## src/design/tbf_pkg.sv

```systemverilog
// Package for the T=1 block framer: channel payload structs, PCB constants
// and the burst record passed from the framing core to the output buffer.
// No dependencies.
`default_nettype none

package tbf_pkg;

   localparam logic       OP_BEGIN = 1'b0;
   localparam logic       OP_INFO  = 1'b1;

   localparam logic [1:0] KIND_I = 2'd0;
   localparam logic [1:0] KIND_R = 2'd1;
   localparam logic [1:0] KIND_S = 2'd2;

   localparam logic [7:0] PCB_NS_BIT   = 8'h40;
   localparam logic [7:0] PCB_MORE_BIT = 8'h20;
   localparam logic [7:0] PCB_NR_BIT   = 8'h10;
   localparam logic [7:0] PCB_I_BASE   = 8'h00;

   localparam int unsigned BURST_MAX = 4;

   typedef struct packed {
      logic       op;
      logic [1:0] block_kind;
      logic [7:0] pcb_type;
      logic       seq_bit;
      logic       more_data;
      logic [7:0] info_len;
      logic [7:0] info_byte;
   } tbf_req_type;

   typedef struct packed {
      logic [7:0] out_byte;
      logic       block_end;
   } tbf_rsp_type;

   typedef struct packed {
      logic [BURST_MAX-1:0][7:0] bytes;
      logic [2:0]                count;
      logic                      closes;
   } tbf_burst_type;

endpackage

`default_nettype wire

```

## src/design/tbf_frame_core.sv

```systemverilog
// Framing core: holds the node address, LRC, remaining length and open flag,
// and turns one accepted transfer into a burst of up to four bytes.
// Depends on tbf_pkg.
`default_nettype none

module tbf_frame_core
   import tbf_pkg::*;
(
   input  wire logic          clock,
   input  wire logic          reset,
   input  wire logic          csr_wr_en,
   input  wire logic [7:0]    csr_wr_data,
   input  wire logic          accept,
   input  wire tbf_req_type   req,
   output tbf_burst_type      burst
);

   logic [7:0] nad_ff;
   logic [7:0] lrc_ff, lrc_in;
   logic [7:0] left_ff, left_in;
   logic       open_ff, open_in;
   logic [7:0] pcb;
   logic [7:0] len;
   logic [7:0] sum;

   always_comb begin
      pcb     = req.pcb_type;
      len     = req.info_len;
      sum     = '0;
      burst   = '0;
      lrc_in  = lrc_ff;
      left_in = left_ff;
      open_in = open_ff;
      if (req.op == OP_BEGIN) begin
         unique case (req.block_kind)
            KIND_I: begin
               pcb = PCB_I_BASE | (req.seq_bit ? PCB_NS_BIT : 8'h00)
                     | (req.more_data ? PCB_MORE_BIT : 8'h00);
            end
            KIND_R: begin
               pcb = req.pcb_type | (req.seq_bit ? PCB_NR_BIT : 8'h00);
               len = 8'h00;
            end
            default: begin
               pcb = req.pcb_type;
            end
         endcase
         sum = nad_ff ^ pcb ^ len;
         burst.bytes[0] = nad_ff;
         burst.bytes[1] = pcb;
         burst.bytes[2] = len;
         burst.bytes[3] = sum;
         lrc_in = sum;
         if (len == 8'h00) begin
            burst.count  = 3'd4;
            burst.closes = 1'b1;
            open_in      = 1'b0;
            left_in      = 8'h00;
         end else begin
            burst.count = 3'd3;
            open_in     = 1'b1;
            left_in     = len;
         end
      end else if (open_ff) begin
         sum = lrc_ff ^ req.info_byte;
         burst.bytes[0] = req.info_byte;
         burst.bytes[1] = sum;
         lrc_in  = sum;
         left_in = left_ff - 8'd1;
         if (left_ff == 8'd1) begin
            burst.count  = 3'd2;
            burst.closes = 1'b1;
            open_in      = 1'b0;
         end else begin
            burst.count = 3'd1;
         end
      end
   end

   always_ff @(posedge clock) begin
      if (reset) begin
         nad_ff  <= '0;
         lrc_ff  <= '0;
         left_ff <= '0;
         open_ff <= 1'b0;
      end else begin
         if (csr_wr_en) begin
            nad_ff <= csr_wr_data;
         end
         if (accept) begin
            lrc_ff  <= lrc_in;
            left_ff <= left_in;
            open_ff <= open_in;
         end
      end
   end

`ifndef ASSERT_OFF
   a_open_has_bytes: assert property (@(posedge clock) disable iff (reset)
      open_ff |-> left_ff != 8'h00)
      else $error("block open with no bytes left");
   a_closed_no_bytes: assert property (@(posedge clock) disable iff (reset)
      !open_ff |-> left_ff == 8'h00)
      else $error("closed block with bytes left");
   a_begin_burst: assert property (@(posedge clock) disable iff (reset)
      (accept && req.op == OP_BEGIN) |-> (burst.count == 3'd3 || burst.count == 3'd4))
      else $error("begin transfer without header burst");
`endif

endmodule

`default_nettype wire

```

## src/design/tbf_burst_out.sv

```systemverilog
// Output buffer: holds one burst of up to four bytes and presents them one
// per cycle while rsp_ready is high, flagging the LRC byte. Uses tbf_pkg.
`default_nettype none

module tbf_burst_out
   import tbf_pkg::*;
(
   input  wire logic          clock,
   input  wire logic          reset,
   input  wire logic          load,
   input  wire tbf_burst_type burst,
   output logic               can_load,
   output logic               rsp_valid,
   input  wire logic          rsp_ready,
   output tbf_rsp_type        rsp_data
);

   logic [BURST_MAX-1:0][7:0] bytes_ff, bytes_in;
   logic [2:0]                cnt_ff, cnt_in;
   logic                      closes_ff, closes_in;
   logic                      pop;

   assign rsp_valid          = cnt_ff != 3'd0;
   assign pop                = rsp_valid && rsp_ready;
   assign can_load           = (cnt_ff == 3'd0) || (cnt_ff == 3'd1 && rsp_ready);
   assign rsp_data.out_byte  = bytes_ff[0];
   assign rsp_data.block_end = closes_ff && cnt_ff == 3'd1;

   always_comb begin
      bytes_in  = bytes_ff;
      cnt_in    = cnt_ff;
      closes_in = closes_ff;
      if (load) begin
         bytes_in  = burst.bytes;
         cnt_in    = burst.count;
         closes_in = burst.closes;
      end else if (pop) begin
         for (int i = 0; i < BURST_MAX - 1; i++) begin
            bytes_in[i] = bytes_ff[i+1];
         end
         bytes_in[BURST_MAX-1] = 8'h00;
         cnt_in = cnt_ff - 3'd1;
      end
   end

   always_ff @(posedge clock) begin
      bytes_ff <= bytes_in;
      if (reset) begin
         cnt_ff    <= '0;
         closes_ff <= 1'b0;
      end else begin
         cnt_ff    <= cnt_in;
         closes_ff <= closes_in;
      end
   end

`ifndef ASSERT_OFF
   a_count_range: assert property (@(posedge clock) disable iff (reset)
      cnt_ff <= 3'd4)
      else $error("burst count out of range");
   a_load_when_free: assert property (@(posedge clock) disable iff (reset)
      load |-> (cnt_ff == 3'd0 || (cnt_ff == 3'd1 && rsp_ready)))
      else $error("burst loaded over pending bytes");
   a_pop_decrements: assert property (@(posedge clock) disable iff (reset)
      (pop && !load) |=> cnt_ff == $past(cnt_ff) - 3'd1)
      else $error("byte count did not follow transfer");
`endif

endmodule

`default_nettype wire

```

## src/design/t1_block_framer.sv

```systemverilog
// Top level of the T=1 block framer: request, response and CSR ports.
// Instantiates tbf_frame_core and tbf_burst_out; depends on tbf_pkg.
//
//   channel  direction  handshake             payload
//   req_     in         req_valid/req_ready   tbf_req_type
//   rsp_     out        rsp_valid/rsp_ready   tbf_rsp_type
//   csr_     in         csr_wr_en             csr_wr_data (node address)
//
// Each request is framed combinationally into a burst that drains one byte
// per cycle while rsp_ready is high: an info transfer gives one byte (two
// when it closes the block), a begin three or four; the buffer sets the rate.
// Reset is synchronous and clears the framing state and the buffer.
// A stalled response holds the buffer; a new request is taken in the cycle
// its last byte transfers.
`default_nettype none

module t1_block_framer
   import tbf_pkg::*;
(
   input  wire logic        clock,
   input  wire logic        reset,
   input  wire logic        req_valid,
   output logic             req_ready,
   input  wire tbf_req_type req_data,
   output logic             rsp_valid,
   input  wire logic        rsp_ready,
   output tbf_rsp_type      rsp_data,
   input  wire logic        csr_wr_en,
   input  wire logic [7:0]  csr_wr_data
);

   tbf_burst_type burst;
   logic          accept;
   logic          can_load;

   assign req_ready = can_load;
   assign accept    = req_valid && req_ready;

   tbf_frame_core u_core (
      .clock       (clock),
      .reset       (reset),
      .csr_wr_en   (csr_wr_en),
      .csr_wr_data (csr_wr_data),
      .accept      (accept),
      .req         (req_data),
      .burst       (burst)
   );

   tbf_burst_out u_out (
      .clock     (clock),
      .reset     (reset),
      .load      (accept),
      .burst     (burst),
      .can_load  (can_load),
      .rsp_valid (rsp_valid),
      .rsp_ready (rsp_ready),
      .rsp_data  (rsp_data)
   );

endmodule

`default_nettype wire
```

## config.mk

```make
export PLATFORM = sky130hd
export DESIGN_NAME = t1_block_framer
export DESIGN_NICKNAME = d
export VERILOG_FILES = /design/src/design/tbf_pkg.sv /design/src/design/tbf_frame_core.sv /design/src/design/tbf_burst_out.sv /design/src/design/t1_block_framer.sv
export SDC_FILE = /design/constraint.sdc
export NUM_CORES = 1
export LEC_CHECK = 0
export BUFFER_PORTS_ARGS = -buffer_cell sky130_fd_sc_hd__buf_2
export CORE_MARGIN = 2
export CORE_UTILIZATION = 46
export DETAILED_ROUTE_END_ITERATION = 8
export PLACE_DENSITY = 0.74
export SYNTH_ARGS = -nofsm -noshare
export SYNTH_HDL_FRONTEND = slang
export SYNTH_SLANG_ARGS = --single-unit
```

## constraint.sdc

```tcl
create_clock -name clock -period 2.3 [get_ports clock]
set_clock_uncertainty 0.15 [all_clocks]
set_input_delay 0.345 -clock clock [delete_from_list [all_inputs] [get_ports clock]]
set_output_delay 0.345 -clock clock [all_outputs]
set_load 0.005 [all_outputs]
```

==> results of run 1 <==
[power by group through the flow]
stage	clock (W)	sequential, W	combinational [W]
floorplan	0	0.00181	0.00128
global placement	0	0.00185	0.00164
detailed placement	0	0.00187	0.00168
CTS	0.000840	0.00184	0.00169
global route	0.000888	0.00188	0.00189
finish	0.000825	0.00184	0.00170
[stage by stage]
stage / hold WS, ns / utilization / power [W] / worst slack (ns) / area (µm²)
after floorplan: 0.301 / - / 0.00309 / 0.226 / 3480
after global placement: 0.327 / 0.522 / 0.00349 / 0.163 / 3800
after detailed placement: 0.339 / 0.522 / 0.00355 / 0.162 / 3800
after CTS: 0.0810 / 0.545 / 0.00437 / 0.224 / 3970
after global routing: 0.103 / 0.545 / 0.00466 / 0.126 / 3970
final: 0.0874 / 0.545 / 0.00437 / 0.201 / 3970
[Yosys cell counts, drive strengths merged]
library cell	instances
nor2	67
edfxtp	32
nand2	30
dfxtp	29
a21oi	19
buf	19
inv	18
a221oi	16
o21ai	16
a31oi	12
nor3	12
clkbuf	11
mux2i	11
nand3	9
nand3b	8
and3	7
xor2	7
ha	5
nand2b	5
nor4b	5
o311a	5
nor4	4
xnor2	4
a21o	3
a211oi	2
a32o	2
nor2b	2
o21a	2
o221ai	2
xor3	2
a22o	1
a22oi	1
a2bb2oi	1
a31o	1
a41oi	1
nor3b	1
o21bai	1
o22ai	1
o311ai	1
o31ai	1
o32ai	1
or2	1
or3b	1
or4	1
[critical path, cell delays in order (launching register included)]
cell and delay, ns:
dfxtp_1 0.30, inv_1 0.11, ha_1 0.21, a21o_1 0.15
and3_1 0.28, buf_4 0.32, o221ai_1 0.19, o21a_1 0.14
[routing by layer]
metal | vias to the layer above | track usage | part of all wire
met2 | 121 | 0.388 | 0.50
met1 | 1483 | 0.272 | 0.43
met3 | 15 | 0.0672 | 0.065
met5 | - | 0 | 0
met4 | 0 | 0.0833 | 0.014
li1 | 1473 | - | -
[layout make-up]
class	count	area, µm²	share of cell area
sequential	61	1540	0.388
clock inverter	5	26.3	0.00661
tap	99	124	0.0312
inverter	18	67.6	0.0170
timing repair buffer	65	358	0.0901
multi-input combinational	271	1710	0.431
clock buffer	11	141	0.0356
[worst paths after layout]
path                                                     start                              to  slack, ns  depth (start not counted)
worst max register to register    u_out.cnt_ff[1]$_SDFFE_PP0P_    u_out.bytes_ff[13]$_DFFE_PP_       0.20                          7
worst min-delay path                            csr_wr_data[0]   u_core.nad_ff[0]$_SDFFE_PP0P_       0.09                          3
worst min register to register  u_core.left_ff[5]$_SDFFE_PP0P_  u_core.left_ff[5]$_SDFFE_PP0P_       0.36                          2
worst max-delay path              u_out.cnt_ff[1]$_SDFFE_PP0P_    u_out.bytes_ff[13]$_DFFE_PP_       0.20                          7
[sequential cells by signal, summed over array words and instances (netlist names)]
signal / cells
u_out.closes_ff: 1
u_core.left_ff: 8
u_out.rsp_data: 8
u_core.nad_ff: 8
u_core.lrc_ff: 8
u_core.open_ff: 1
u_out.bytes_ff: 24
u_out.cnt_ff: 3
[logic make-up (layout without fill, tap and decap cells)]
group / Yosys count / after routing
multiplexers: 11 / 11
AO/OA/AOI/OAI: 89 / 89
adder cells (fa/ha/maj): 5 / 5
AND/OR/NAND/NOR: 153 / 153
flip-flops: 61 / 61
buffers and inverters: 48 / 99
XOR/XNOR: 13 / 13
==> parameters.txt, run 1 <==
Parameter                              Value

Placement
  Cell Count Post-Placement ... 514
  Final estimated routing congestion in global placement ... 0.888
  Port Buf Inserts ... 52
  Dpl hpwl ... 6480 µm

Clock tree
  Hold buffer count at CTS ... 0
  TritonCTS clock tree ... built
  Clock buffers created by TritonCTS ... 9
  CTS max path bufs ... 2
  # resized after CTS ... 0
  Clock-pin slew on the worst setup and hold paths ... 0.06 ns
  CTS root buf ... clkbuf_8
  Clock net sink count ... 61
  H-Tree Depth ... 3
  Setup Buffers After CTS ... 0
  Worst-Skew Late Latency ... 0.35 ns

Global routing
  Largest net degree at the start of global routing ... 25
  Number of global-route vias before repair ... 3,030
  GRT Overall Usage ... 0.228
  Grt total ovfl ... 0
  Wire length of the first global-routing pass ... 14,700 µm
  Initial antenna violation count ... 0

Finish
  Area Overhead vs Synth ... 14.0%
  Post-layout nets ... 473
  Share of layout cells above drive strength 1 ... 0.216
  Fill cell count ... 698
  Count of placed standard cells in the final layout, fillers left out ... 530
  Commonest cells after routing, fill and taps aside ... 65 x nor2_1, 52 x buf_2, 32 x edfxtp_1
  Most common cell after layout, fill and taps aside ... nor2_1
  Count of inserted antenna diode cells ... 0

STA
  Fmax achieved ... 476 MHz
  Setup TNS ... 0 ns
  Number of max-slew violations in the final report ... 0
  Worst slew margin ... 0.515
  Final-report setup violation count ... 0
  Final period utilization ... 0.913
  RSZ-0062 raised after global routing ... false
  Time the worst path needs with I/O delays and setup ... 2.10 ns
  Final hold vios ... 0
  Worst Tran Pin Value ... 0.728 ns

Logic synthesis
  Count of mapped cells out of synthesis ... 380
  Cell type contributing the most total cell area after synthesis ... edfxtp_1
  Top cells by area, synth ... edfxtp_1 28%, dfxtp_1 17%, nor2_1 7.0%, a221oi_1 4.0%, nand2_1 3.2%
  Dominant combinational cell family by area after synthesis ... simple AND/OR/NAND/NOR gates
  Sequential element share of the synthesized area ... 0.442
  Mux contribution to synthesized area ... 0.0316
  Synth unique cells ... 54
  Share of synthesized cell area in full adder, half adder and majority cells ... 0.0180
  Yosys warning total ... 0
  Fraction of synthesized cell area taken by the top area cell type ... 0.276
  Post-Synth XOR/XNOR Area ... 0.0413
  Mapped Area ... 0.00348 mm²
  Synthesis-stage register bit count ... 61
  Area fraction in and, or, nand and nor cells after synthesis ... 0.224
  Average footprint of a synthesized cell ... 9.17 µm²
  Fraction of the mapped netlist area in compound gates ... 0.177
  Net count of the mapped netlist ... 427

Drt
  Detail-routed via count per cell ... 5.83
  Aggregate routed wire length ... 9100 µm
  Antenna-violating nets left ... 0
  Via count ... 3,092
  Final routed wire length divided by cell count ... 17.2 µm
  Initial drt markers ... 219
  Number of remaining DRC errors ... 0
  Drt pass-1 iters ... 5

Power and ir drop
  Static leakage power ... 1.68 nW
  Portion of total power attributed to the clock network ... 0.189
  Power per unit of standard cell area ... 1100 mW/mm²
  Design internal power ... 0.00276 W
  Switching pwr ... 0.00161 W
  Net switching share of the total power ... 0.368
  Logic gate share of total power ... 0.389
  Sequential share of power ... 0.422
  Maximum VDD drop ... 0.377 mV

Die
  Number of core rows ... 31
  Die Span Y ... 91.0 µm
  Total Die Area ... 0.00829 mm²
  Initial standard-cell utilization of the core ... 0.478
  Placeable core region ... 0.00729 mm²
  Die extent in x ... 91.0 µm
  Io pins ... 53

Run
  Maximum Capacitance Violations ... 0

Critical path
  Required time reported for the critical path endpoint ... 2.25 ns
  Highest fanout seen on the critical path ... 21
  Arrival time worst endpoint ... 2.05 ns
  Kind of launch point of the worst setup path ... flop
  CP Class ... reg -> reg
  Nature of the critical path endpoint ... flop

Run status
  Run status ... completed

Worst hold path
  Hold Crit Class ... in -> reg
Power figures use the tool's default switching activity.
==> run 2, diff against run 1 <==
==> constraint.sdc (replaced) <==
create_clock -name clock -period 2.3 [get_ports clock]
set_clock_uncertainty 0.15 [all_clocks]
set_input_delay 0.115 -clock clock [delete_from_list [all_inputs] [get_ports clock]]
set_output_delay 0.115 -clock clock [all_outputs]
set_load 0.005 [all_outputs]
==> run 2 against run 1 <==
Compared with the run above: worst setup slack gained 0.11 ns; global-route usage grew 0.72 points; wire length grew 4.5%; sequential share of layout area shrank 2.0 points; design area up 5.5%; maximum frequency grew 5.3%; count of clock-buffer cells in the layout shrank 2; cell count up 3.8%; flip-flop and latch count is the same; combinational power increased by 2%; largest power group unchanged; non-clock buffer count is 20 higher; via count grew 4.3%.
==> parameters.txt, run 2 (synthesis results as in run 1) <==
Parameter                              Value

Drt
  Detail-routed via count per cell ... 5.86 (+0.51%)
  Via count ... 3,225 (+4.3%)
  Antenna-violating nets left ... 0 (unchanged)
  Number of remaining DRC errors ... 0 (unchanged)
  Initial drt markers ... 272 (+24%)
  Final routed wire length divided by cell count ... 17.3 µm (+0.71%)
  Aggregate routed wire length ... 9510 µm (+4.5%)
  Drt pass-1 iters ... 5 (unchanged)

Critical path
  Worst reg2reg path depth ... 7 (unchanged)
  Endpoint of the worst setup timing path ... u_core.lrc_ff[3]$_SDFFE_PP0P_
  Required time reported for the critical path endpoint ... 2.41 ns (+0.16 ns)
  Arrival time worst endpoint ... 2.11 ns (+0.06 ns)
  CP Class ... reg -> reg
  Flop-to-flop setup slack ... 0.31 ns (+0.11 ns)
  Timing startpoint of the critical path ... u_out.cnt_ff[0]$_SDFFE_PP0P_
  Reg2Reg Capture Point ... u_core.lrc_ff[3]$_SDFFE_PP0P_
  Highest fanout seen on the critical path ... 15 (-29%)
  R2R Path Start ... u_out.cnt_ff[0]$_SDFFE_PP0P_
  Kind of launch point of the worst setup path ... flop
  Nature of the critical path endpoint ... flop

Die
  Number of core rows ... 31 (unchanged)
  Io pins ... 53 (unchanged)
  Initial standard-cell utilization of the core ... 0.478 (unchanged)
  Total Die Area ... 0.00829 mm² (unchanged)
  Placeable core region ... 0.00729 mm² (unchanged)
  Die Span Y ... 91.0 µm (unchanged)
  Die extent in x ... 91.0 µm (unchanged)

Power and ir drop
  Power per unit of standard cell area ... 1080 mW/mm² (-1.8%)
  Sequential share of power ... 0.408 (-0.014)
  Design internal power ... 0.00286 W (+3.8%)
  Static leakage power ... 1.77 nW (+5.1%)
  Switching pwr ... 0.00166 W (+3.3%)
  Maximum VDD drop ... 0.426 mV (+13%)
  Logic gate share of total power ... 0.385 (-0.004)
  Portion of total power attributed to the clock network ... 0.207 (+0.018)
  Net switching share of the total power ... 0.367 (-0.00105)
  Final Total Pwr ... 0.00452 W (+3.6%)

Placement
  Cell Count Post-Placement ... 515 (+0.19%)
  Final estimated routing congestion in global placement ... 0.891 (+0.34%)
  Dpl hpwl ... 6610 µm (+2.0%)
  Port Buf Inserts ... 52 (unchanged)

Clock tree
  CTS max path bufs ... 2 (unchanged)
  CTS root buf ... clkbuf_8
  Clock-pin slew on the worst setup and hold paths ... 0.07 ns (about the same)
  Clock net sink count ... 61 (unchanged)
  Worst-Skew Late Latency ... 0.34 ns (about the same)
  TritonCTS clock tree ... built
  H-Tree Depth ... 3 (unchanged)
  Setup Buffers After CTS ... 0 (unchanged)
  # resized after CTS ... 0 (unchanged)
  Clock buffers created by TritonCTS ... 9 (unchanged)

Finish
  Commonest cells after routing, fill and taps aside ... 65 x nor2_1, 52 x buf_2, 32 x edfxtp_1
  Post-layout nets ... 493 (+4.2%)
  Fill cell count ... 674 (-3.4%)
  Largest register FFs ... 24 (unchanged)
  Count of placed standard cells in the final layout, fillers left out ... 550 (+3.8%)
  Most common cell after layout, fill and taps aside ... nor2_1
  Most flop-heavy register ... u_out.bytes_ff
  Share of layout cells above drive strength 1 ... 0.211 (-0.00513)
  Count of inserted antenna diode cells ... 0 (unchanged)
  Area Overhead vs Synth ... 20.3%

STA
  RSZ-0062 raised after global routing ... false
  Final period utilization ... 0.867 (-0.0457)
  Final-report setup violation count ... 0 (unchanged)
  Worst hold margin ... 0.0175 ns (-0.0699 ns)
  Final hold vios ... 0 (unchanged)
  Fmax achieved ... 502 MHz (+5.3%)
  Worst Tran Pin Value ... 0.687 ns (-0.0409 ns)
  Number of max-slew violations in the final report ... 0 (unchanged)
  Setup TNS ... 0 ns (unchanged)
  Time the worst path needs with I/O delays and setup ... 1.99 ns (-0.105 ns)
  Worst slew margin ... 0.542 (+0.0273)

Global routing
  GRT Overall Usage ... 0.235 (+0.00722)
  Number of global-route vias before repair ... 3,183 (+5.0%)
  Initial antenna violation count ... 0 (unchanged)
  Grt total ovfl ... 0 (unchanged)
  Largest net degree at the start of global routing ... 23 (-8.0%)
  Wire length of the first global-routing pass ... 15,500 µm (+5.2%)

Run
  Maximum Capacitance Violations ... 0 (unchanged)

Worst hold path
  Hold Crit Class ... in -> reg

Run status
  Run status ... completed
==> run 2: cell types whose count changed in the layout (fill, tap and decap cells not counted) <==
cell           delta
clkbuf_8          -1
dlygate4sd3_1    +19
clkbuf_1          -1
clkinv_2          -1
buf_4             +1
clkinvlp_4        +2
bufinv_16         +1
==> run 2: worst min path at each step <==
| stage | start | end | slack (ns) | cells past startpoint |
|---|---|---|---|---|
| 4_1_cts | req_data[14] | u_out.bytes_ff[22]$_DFFE_PP_ | 0.002 | 3 |
| 2_1_floorplan | csr_wr_data[0] | u_core.nad_ff[0]$_SDFFE_PP0P_ | 0.11 | 2 |
| 3_3_place_gp | csr_wr_data[5] | u_core.nad_ff[5]$_SDFFE_PP0P_ | 0.20 | 3 |
| 6_report | req_data[18] | u_out.bytes_ff[8]$_DFFE_PP_ | 0.02 | 3 |
| 5_1_grt | req_data[14] | u_out.bytes_ff[22]$_DFFE_PP_ | 0.02 | 3 |
| 3_5_place_dp | csr_wr_data[4] | u_core.nad_ff[4]$_SDFFE_PP0P_ | 0.21 | 3 |
==> run 2: layer usage <==
layer | GRT usage | routed length [µm] | up-vias
met5 | 0 | 0 | -
met4 | 0.0808 | 82 | 0
met3 | 0.0515 | 729 | 9
met2 | 0.391 | 4760 | 167
met1 | 0.301 | 3940 | 1537
li1 | - | - | 1512
==> run 2: layout make-up <==
class,count,area [µm²],share of cell area
Multi-Input combinational cell,271,1710,0.409
Tap cell,99,124,0.0295
Sequential cell,61,1540,0.368
Clock inverter,7,66.3,0.0158
Clock buffer,9,124,0.0295
Inverter,18,67.6,0.0161
Timing Repair Buffer,85,556,0.132
==> run 2: worst max-delay path: stages (launching register included) <==
cell	delay (ns)
dfxtp_1	0.38
inv_1	0.08
ha_1	0.23
a21o_1	0.17
and3_1	0.21
o21ai_2	0.28
o21ai_0	0.21
a31oi_1	0.21
==> run 2: power by group through the flow <==
stage                     registers (W)  logic (W)  clock network (W)
after CTS                       0.00184    0.00173           0.000943
after detailed placement        0.00186    0.00169                  0
after floorplan                 0.00181    0.00128                  0
after global placement          0.00185    0.00164                  0
final                           0.00185    0.00174           0.000937
after global routing            0.00188    0.00193           0.000990
==> run 2: stage by stage <==
step	worst slack (ns)	utilization	instance area, µm²
5_1_grt	0.170	0.575	4190
3_3_place_gp	0.414	0.523	3810
3_5_place_dp	0.328	0.523	3810
6_report	0.306	0.575	4190
2_1_floorplan	0.226	-	3480
4_1_cts	0.311	0.575	4190
==> run 2: what timing repair did <==
item | in CTS | in global routing
hold buffers | 19 | 0
hold endpoints to repair | 25 | 0
setup endpoints to repair | 0 | 0
